==> src/sv/sfcwd_pkg.sv <==
// ----------------------------------------------------------------------------
// sfcwd_pkg: shared constants and helpers for the CRC word deframer
// Frame geometry, CRC-8 constants, status codes and the CRC byte step.
// ----------------------------------------------------------------------------
package sfcwd_pkg;

    // Frame geometry
    localparam int unsigned WORDS_PER_FRAME = 10;
    localparam int unsigned GROUP_BYTES     = 6;
    localparam int unsigned POS_W           = 3;
    localparam int unsigned GRP_W           = 4;

    localparam logic [GRP_W-1:0] LAST_GROUP_NUM = GRP_W'(WORDS_PER_FRAME - 1);

    // CRC-8: polynomial 0x31, init 0xFF, no reflection, no final xor
    localparam logic [7:0] CRC_INIT = 8'hFF;
    localparam logic [7:0] CRC_POLY = 8'h31;

    // Byte positions within a group
    localparam logic [POS_W-1:0] POS_UPPER_HI = 3'd0;
    localparam logic [POS_W-1:0] POS_UPPER_LO = 3'd1;
    localparam logic [POS_W-1:0] POS_UPPER_CRC = 3'd2;
    localparam logic [POS_W-1:0] POS_LOWER_HI = 3'd3;
    localparam logic [POS_W-1:0] POS_LOWER_LO = 3'd4;
    localparam logic [POS_W-1:0] POS_LOWER_CRC = 3'd5;

    // Group status codes
    typedef enum logic [1:0] {
        ST_OK        = 2'd0,
        ST_UPPER_ERR = 2'd1,
        ST_LOWER_ERR = 2'd2
    } t_status;

    // One result item
    typedef struct packed {
        logic [GRP_W-1:0] group_number;
        logic [3:0]       slot_index;
        logic [31:0]      word_value;
    } t_result;

    // One CRC byte step, MSB first
    function automatic logic [7:0] crc8_step(input logic [7:0] crc, input logic [7:0] b);
        logic [7:0] c;
        c = crc ^ b;
        for (int k = 0; k < 8; k++) begin
            if (c[7]) begin
                c = {c[6:0], 1'b0} ^ CRC_POLY;
            end else begin
                c = {c[6:0], 1'b0};
            end
        end
        return c;
    endfunction

endpackage

==> src/sv/sensor_frame_crc_word_deframer_core.sv <==
// ----------------------------------------------------------------------------
// sensor_frame_crc_word_deframer_core
// Checks six-byte groups (two data bytes + CRC-8, twice) and emits one word
// or error status per group, with compacted slot numbers for good words.
// ----------------------------------------------------------------------------
//  channel  | dir | tdata (low bit up)                        | tuser        | tlast
//  s_axis   | in  | data_byte[7:0]                            | frame_start  | -
//  m_axis   | out | word_value[31:0], slot_index[35:32],      | group_status | last_group
//           |     | group_number[39:36]                       |              |
//
//  One byte per cycle sustained while m_axis does not stall; each byte is held
//  in the input register, where the CRC/state step runs, and its result goes to
//  the output register as it leaves. Only the sixth byte of a group yields an item.
//  Reset (synchronous, active low) clears counters and sets the CRC to 0xFF.
//  A stall on m_axis with a result waiting holds the input register; s_axis
//  ready follows within the same cycle once the output register drains.
// ----------------------------------------------------------------------------
module sensor_frame_crc_word_deframer_core (
    input  logic        i_clk,
    input  logic        i_rst_n,
    input  logic        i_s_axis_tvalid,
    output logic        o_s_axis_tready,
    input  logic [7:0]  i_s_axis_tdata,   // data_byte[7:0]
    input  logic        i_s_axis_tuser,   // frame_start
    output logic        o_m_axis_tvalid,
    input  logic        i_m_axis_tready,
    output logic [39:0] o_m_axis_tdata,   // word_value[31:0], slot_index[35:32],
                                          // group_number[39:36]
    output logic [1:0]  o_m_axis_tuser,   // group_status[1:0]
    output logic        o_m_axis_tlast    // last_group
);

    // Input register
    logic       r_in_vld;
    logic [7:0] r_in_byte;
    logic       r_in_start;

    // Deframer state
    logic [sfcwd_pkg::POS_W-1:0] r_byte_pos, n_byte_pos;
    logic [sfcwd_pkg::GRP_W-1:0] r_group_cnt, n_group_cnt;
    logic [3:0]                  r_good_cnt, n_good_cnt;
    logic [7:0]                  r_crc, n_crc;
    logic [15:0]                 r_upper, n_upper;
    logic [15:0]                 r_lower, n_lower;
    logic                        r_upper_good, n_upper_good;

    // Output register
    logic                r_out_vld;
    sfcwd_pkg::t_result  r_out, n_out;
    sfcwd_pkg::t_status  r_out_status, n_out_status;
    logic                r_out_last, n_out_last;
    logic                n_emit;

    logic advance;
    logic in_take;

    // Process the held byte when the output register can take a result
    assign advance         = r_in_vld && (!r_out_vld || i_m_axis_tready);
    assign o_s_axis_tready = !r_in_vld || advance;
    assign in_take         = i_s_axis_tvalid && o_s_axis_tready;

    always_comb begin
        logic [sfcwd_pkg::POS_W-1:0] pos;
        logic [sfcwd_pkg::GRP_W-1:0] grp;
        logic [3:0]                  good;
        logic [7:0]                  crc;
        logic                        last;
        pos  = r_in_start ? '0 : r_byte_pos;
        grp  = r_in_start ? '0 : r_group_cnt;
        good = r_in_start ? '0 : r_good_cnt;
        crc  = r_in_start ? sfcwd_pkg::CRC_INIT : r_crc;
        last = (grp >= sfcwd_pkg::LAST_GROUP_NUM);

        n_byte_pos   = pos + 3'd1;
        n_group_cnt  = grp;
        n_good_cnt   = good;
        n_crc        = sfcwd_pkg::crc8_step(crc, r_in_byte);
        n_upper      = r_upper;
        n_lower      = r_lower;
        n_upper_good = r_upper_good;
        n_emit       = 1'b0;
        n_out        = '0;
        n_out_status = sfcwd_pkg::ST_OK;
        n_out_last   = last;

        case (pos)
            sfcwd_pkg::POS_UPPER_HI:  n_upper = {r_in_byte, 8'h00};
            sfcwd_pkg::POS_UPPER_LO:  n_upper = {r_upper[15:8], r_in_byte};
            sfcwd_pkg::POS_UPPER_CRC: begin
                n_upper_good = (crc == r_in_byte);
                n_crc        = sfcwd_pkg::CRC_INIT;
            end
            sfcwd_pkg::POS_LOWER_HI:  n_lower = {r_in_byte, 8'h00};
            sfcwd_pkg::POS_LOWER_LO:  n_lower = {r_lower[15:8], r_in_byte};
            default: begin
                // sixth byte: check lower CRC and emit
                n_emit     = 1'b1;
                n_crc      = sfcwd_pkg::CRC_INIT;
                n_byte_pos = '0;
                if (!r_upper_good) begin
                    n_out_status = sfcwd_pkg::ST_UPPER_ERR;
                end else if (crc != r_in_byte) begin
                    n_out_status = sfcwd_pkg::ST_LOWER_ERR;
                end else begin
                    n_out_status     = sfcwd_pkg::ST_OK;
                    n_out.word_value = {r_upper, r_lower};
                    n_out.slot_index = good;
                    n_good_cnt       = good + 4'd1;
                end
                n_out.group_number = grp;
                if (last) begin
                    n_group_cnt = '0;
                    n_good_cnt  = '0;
                end else begin
                    n_group_cnt = grp + 4'd1;
                end
            end
        endcase
    end

    always_ff @(posedge i_clk) begin
        if (!i_rst_n) begin
            r_in_vld     <= 1'b0;
            r_out_vld    <= 1'b0;
            r_byte_pos   <= '0;
            r_group_cnt  <= '0;
            r_good_cnt   <= '0;
            r_crc        <= sfcwd_pkg::CRC_INIT;
            r_upper_good <= 1'b0;
        end else begin
            if (in_take) begin
                r_in_vld <= 1'b1;
            end else if (advance) begin
                r_in_vld <= 1'b0;
            end

            if (advance) begin
                r_byte_pos   <= n_byte_pos;
                r_group_cnt  <= n_group_cnt;
                r_good_cnt   <= n_good_cnt;
                r_crc        <= n_crc;
                r_upper_good <= n_upper_good;
            end

            if (advance && n_emit) begin
                r_out_vld <= 1'b1;
            end else if (i_m_axis_tready) begin
                r_out_vld <= 1'b0;
            end
        end
    end

    // Payload registers
    always_ff @(posedge i_clk) begin
        if (in_take) begin
            r_in_byte  <= i_s_axis_tdata;
            r_in_start <= i_s_axis_tuser;
        end
        if (advance) begin
            r_upper <= n_upper;
            r_lower <= n_lower;
        end
        if (advance && n_emit) begin
            r_out        <= n_out;
            r_out_status <= n_out_status;
            r_out_last   <= n_out_last;
        end
    end

    assign o_m_axis_tvalid = r_out_vld;
    assign o_m_axis_tdata  = r_out;
    assign o_m_axis_tuser  = r_out_status;
    assign o_m_axis_tlast  = r_out_last;

    // ------------------------------------------------------------------------
    // Assertions
    // ------------------------------------------------------------------------
    a_pos_range: assert property (@(posedge i_clk) disable iff (!i_rst_n)
        r_byte_pos <= sfcwd_pkg::POS_LOWER_CRC)
        else $error("byte position out of group range");

    a_err_zero: assert property (@(posedge i_clk) disable iff (!i_rst_n)
        (o_m_axis_tvalid && o_m_axis_tuser != sfcwd_pkg::ST_OK)
            |-> (o_m_axis_tdata[35:0] == 36'd0))
        else $error("error item carries word or slot");

    a_last_num: assert property (@(posedge i_clk) disable iff (!i_rst_n)
        (o_m_axis_tvalid && o_m_axis_tlast)
            |-> (o_m_axis_tdata[39:36] == sfcwd_pkg::LAST_GROUP_NUM))
        else $error("last group flag on wrong group");

    a_slot_le_grp: assert property (@(posedge i_clk) disable iff (!i_rst_n)
        (o_m_axis_tvalid && o_m_axis_tuser == sfcwd_pkg::ST_OK)
            |-> (o_m_axis_tdata[35:32] <= o_m_axis_tdata[39:36]))
        else $error("slot index ahead of group number");

endmodule
==> config.mk <==
export PLATFORM = sky130hd
export DESIGN_NAME = sensor_frame_crc_word_deframer_core
export DESIGN_NICKNAME = d
export VERILOG_FILES = /design/src/sv/sfcwd_pkg.sv /design/src/sv/sensor_frame_crc_word_deframer_core.sv
export SDC_FILE = /design/constraint.sdc
export NUM_CORES = 1
export LEC_CHECK = 0
export ABC_AREA = 1
export BUFFER_PORTS_ARGS = -buffer_cell sky130_fd_sc_hd__buf_4
export CAP_MARGIN = 20
export CORE_ASPECT_RATIO = 0.5
export CORE_MARGIN = 10
export CORE_UTILIZATION = 59
export CTS_CLUSTER_SIZE = 30
export DETAILED_ROUTE_END_ITERATION = 12
export HOLD_SLACK_MARGIN = 0.15
export MAX_ROUTING_LAYER = met4
export PLACE_DENSITY_LB_ADDON = 0.2
export SETUP_SLACK_MARGIN = 0.05
export SLEW_MARGIN = 20
export SYNTH_ARGS = -nofsm -noshare
export SYNTH_HDL_FRONTEND = slang
export SYNTH_SLANG_ARGS = --single-unit
==> constraint.sdc <==
create_clock -name i_clk -period 6.25 [get_ports i_clk]
set_clock_uncertainty 0.1 [all_clocks]
set_input_delay 1.25 -clock i_clk [delete_from_list [all_inputs] [get_ports i_clk]]
set_output_delay 1.25 -clock i_clk [all_outputs]
set_load 0.03 [all_outputs]
# After elaboration in Yosys (flattened, before gate mapping)
# Index checks and enable logic that the tools add are counted.
# classes
n_addsub	3
mux	29
n_bitwise	12
n_eq_ne	6
n_lt_le_gt_ge	1
reduce_logical	21
# op_table
op	n
$pmux 16 s2	2
$mux 6	8
$mux 4	8
$not 3->3	8
$mux 8	2
$add 4x1->4 const B	2
$eq 8x8->1	1
$ne 8x8->1	1
$reduce_bool 2->1	4
$xor 8x8->8	1
$reduce_or 7->1	1
$eq 3x2->1 const B	2
$mux 1	6
$mux 3	2
$reduce_and 2->1	3
$reduce_and 3->1	2
$reduce_or 6->1	1
$reduce_or 5->1	1
$ge 4x4->1 const B	1
$reduce_or 4->1	1
$add 3x1->3 const B	1
$eq 3x1->1 const B	1
$eq 3x3->1 const B	1
$logic_and 1x1->1	3
5 further kinds	9
# word_totals
out_inout_bits	45
reg_bits	106
word_cells	91

# Logic depth before layout (Yosys ltp)
# depth
ltp_word	19
mapped_depth	15
mapped_depth_nobuf	14

# Worst setup path after synthesis
# OpenSTA, ideal clock, no wires.
# synth_timing
path_kind	input port to flip-flop
from	input port i_m_axis_tready
to	register r_out, in the netlist o_m_axis_tdata[0], enable pin
setup_ps	413
slack_ps	3051
required_time_ps	5737
arrival_ps	2686
n_path_buf	0
cell_stages	4
path_cell_list	inv_1 > nand2_1 > nand2_1 > nor2_2
# synth_between
elab_chain_cells	3
# synth_rtl
item	line	source
start, declared	sensor_frame_crc_word_deframer_core.sv:26	input logic i_m_axis_tready,
$logic_or 1x1->1	sensor_frame_crc_word_deframer_core.sv:58	assign advance = r_in_vld && (!r_out_vld || i_m_axis_tready);
$logic_and 1x1->1	sensor_frame_crc_word_deframer_core.sv:58	
$logic_and 1x1->1	sensor_frame_crc_word_deframer_core.sv:163	if (advance && n_emit) begin
end signal, assigned	sensor_frame_crc_word_deframer_core.sv:164	r_out <= n_out;
end, declared	sensor_frame_crc_word_deframer_core.sv:49	sfcwd_pkg::t_result r_out, n_out;
# No other way between the ends.
# A chain may end at the register's enable or synchronous reset.

# Final worst setup path
# layout_timing
from	register r_in_start
to	register r_out, in the netlist o_m_axis_tdata[33], data pin
# layout_between
elab_chain_cells	3
elab_cells_between_ends	10
classes_between	eq/ne (5); mux (3); reduce/logical (2)
# layout_rtl
item	line	source
start, declared	sensor_frame_crc_word_deframer_core.sv:36	logic r_in_start;
start signal, assigned	sensor_frame_crc_word_deframer_core.sv:157	r_in_start <= i_s_axis_tuser;
$mux 8 / $mux 3 (equally long branches)	sensor_frame_crc_word_deframer_core.sv:71, sensor_frame_crc_word_deframer_core.sv:68	
$ne 8x8->1 (tied with other cells)	sensor_frame_crc_word_deframer_core.sv:102	end else if (crc != r_in_byte) begin
$reduce_or 7->1 (no source line)	n/a	
# Several ways; a longest one is shown, not always the timed one.

==> out/results.txt <==
Die H: 83.7 µm
Outcome: complete, no violations
CTS resizes: 0
Num CTS Buffers: 9
WL final: 9570 µm
Commonest cells after routing, fill and taps aside: 96 x nand2_1, 89 x nor2_1, 86 x inv_1
Syn nets: 516
Most common cell after layout, fill and taps aside: nand2_1
Sum Neg Setup Slack: 0 ns
Slowest cell delay on critical path: 0.87 ns
CP endpoint kind: register
Detail Route Antenna Nets: 0
Top Ports: 58
Die area: 12300 µm²
Final hold vios: 0
Max cap viols: 0
Post-Syn Area: 4790 µm²
Synth area leader: edfxtp_1
Largest net degree at the start of global routing: 42
DRT iter0 DRCs: 268
DR pass1 iterations: 4
Starting density of the core: 0.603
Vias in the first global route: 3239
Post-synthesis sequential area ratio: 0.619
IO Port Bufs: 57
Layout cell share with drive strength beyond 1: 0.173
First-pass GRT wire length: 16000 µm
FILL cells: 606
Path type of the worst setup path: register to register
Gr usage total: 0.165
Cell chain of the critical path: inv_2 > nand2_1 > ha_1 > nand2_1 > nand3_1 > or2_2 > nor2_1
Antenna Cells: 0
Synthesized area per cell: 9.69 µm²
Worst Slack Setup Final: 2.78 ns
Clk Latency, worst-skew pair: 0.35 ns
CP max stage cell: edfxtp_1
Dpl cell area: 5280 µm²
Worst min path class: register to register
Power Density: 267 nW/µm²
CTS sink count: 106
Final non-filler cell area: 5590 µm²
HPWL Detailed: 6880 µm
Clk buf depth: 2
Nature of the critical path startpoint: register
Total setup buffers inserted after CTS: 0
Core area: 7940 µm²
Routability congestion estimate: 0.888
# rows: 23
Multi-input logic area: 1400 µm²
FF/Latch Area: 2960 µm²
CTS root buffer: clkbuf_16
DR WL/cell: 14.4 µm
Most used cell, CP: nand2_1
Place WS: 2.78 ns
Relative slew margins: 0.317
Leak: 2.54 nW
Critical Path AT: 3.42 ns
Max Slew Vio Count: 0
Clock transition at the registers of the reported paths: 0.06 ns
Synthesized netlist cell count: 494
Layout Area Growth over Synthesis: 16.7%
Final nets: 574
Initial antenna violation count: 0
Die Width: 147 µm
Synth top area share: 0.527
Distinct cell type count of the synthesized netlist: 28
Max VDD drop: 0.000158 V
CP Max Fanout: 36
Tcrit/Tclk final: 0.554
Period minus WS final: 3.47 ns
Overflow after GRT: 0
Hold-fix buffers at CTS: 0
Peak Freq: 0.289 GHz
Synthesized flop and latch total: 106
Hold slack: 0.370 ns
H-tree depth: 3
Area contributors post-synth: edfxtp_1 53%, dfxtp_1 9.2%, nand2_1 7.5%
Setup Viol. Count Final: 0
CTS tree: done
RSZ-0062 raised after global routing: false
Worst EP required: 6.20 ns
Worst-Margin Slew: 1.02 ns
DRC Markers: 0
Total number of vias: 3304
Vias per cell: 4.95
Ys Warns: 0
## state kept, by name, indices dropped and copies added (netlist names), 2 cells and up
signal and flops:
o_m_axis_tdata 40, o_m_axis_tuser 2, r_byte_pos 3, r_crc 8, r_good_cnt 4, r_group_cnt 4
r_in_byte 8, r_lower 16, r_upper 16
## Yosys cell counts
cell	number
nand2_1	96
nor2_1	89
inv_1	86
edfxtp_1	84
a21oi_1	22
dfxtp_1	22
o21ai_0	17
nand3_1	13
nor2_4	12
ha_1	9
clkbuf_1	6
buf_6	5
nor2_2	5
nand4_1	4
a211oi_1	3
inv_2	3
nor3_1	3
xor2_1	3
nand2_2	2
xnor2_1	2
buf_8	1
clkinv_1	1
nand3b_1	1
nor4_1	1
o21ai_1	1
o21ai_2	1
o21bai_1	1
or2_1	1
## layout make-up
class                   instances  area share
clock buffers                  10      0.0410
inverters                      90      0.0605
well taps                     112      0.0251
clock inverters                 4      0.0137
repair buffers                 59      0.0793
multi-input cells             286       0.250
flip-flops and latches        106       0.530
## critical path: cells and delay by family, from the launching register on
kind,cells,cell delay (ns)
fa+ha+maj,1,0.19
buf+inv,1,0.22
flops,1,0.87
simple gates,5,1.78
## path summary, 6_finish.rpt
kind / to / slack [ns] / depth (start not counted) / startpoint
worst max register to register: o_m_axis_tdata[33] / 2.78 / 7 / r_in_start
worst max-delay path: o_m_axis_tdata[33] / 2.78 / 7 / r_in_start
worst min-delay path: r_group_cnt[3] / 0.37 / 2 / r_group_cnt[3]
worst min register to register: r_group_cnt[3] / 0.37 / 2 / r_group_cnt[3]
## per-stage QoR
stage	total power, mW	instances	util
2_1_floorplan	0.887	494	-
3_3_place_gp	0.918	653	0.665
3_5_place_dp	0.921	653	0.665
4_1_cts	1.50	667	0.704
5_1_grt	1.54	667	0.704
6_report	1.49	667	0.704
## cell families (layout without fill, tap and decap cells)
| logic type | count (synthesis) | count (layout) | share of synthesized area |
|---|---|---|---|
| DFF | 106 | 106 | 0.619 |
| adders and majority gates | 9 | 9 | 0.0235 |
| and+or+nand+nor | 227 | 227 | 0.209 |
| AOI/OAI and AO/OA | 45 | 45 | 0.0499 |
| xor gates and xnor gates | 5 | 5 | 0.00915 |
| buffers and inverters | 102 | 163 | 0.0901 |
## power breakdown
part           total, mW  switching [mW]  internal [mW]
Clock              0.583           0.235          0.348
Combinational      0.115          0.0785         0.0367
Sequential         0.792          0.0138          0.778
## layer usage
layer	vias up	wire length, µm	share of wire	GRT usage
li1	1676	-	-	-
met1	1516	4650	0.49	0.212
met2	93	4230	0.44	0.244
met3	19	560	0.058	0.0492
met4	0	137	0.014	0.0528
met5	-	0	0	-
Note: power is estimated with default switching activity, not from simulation.
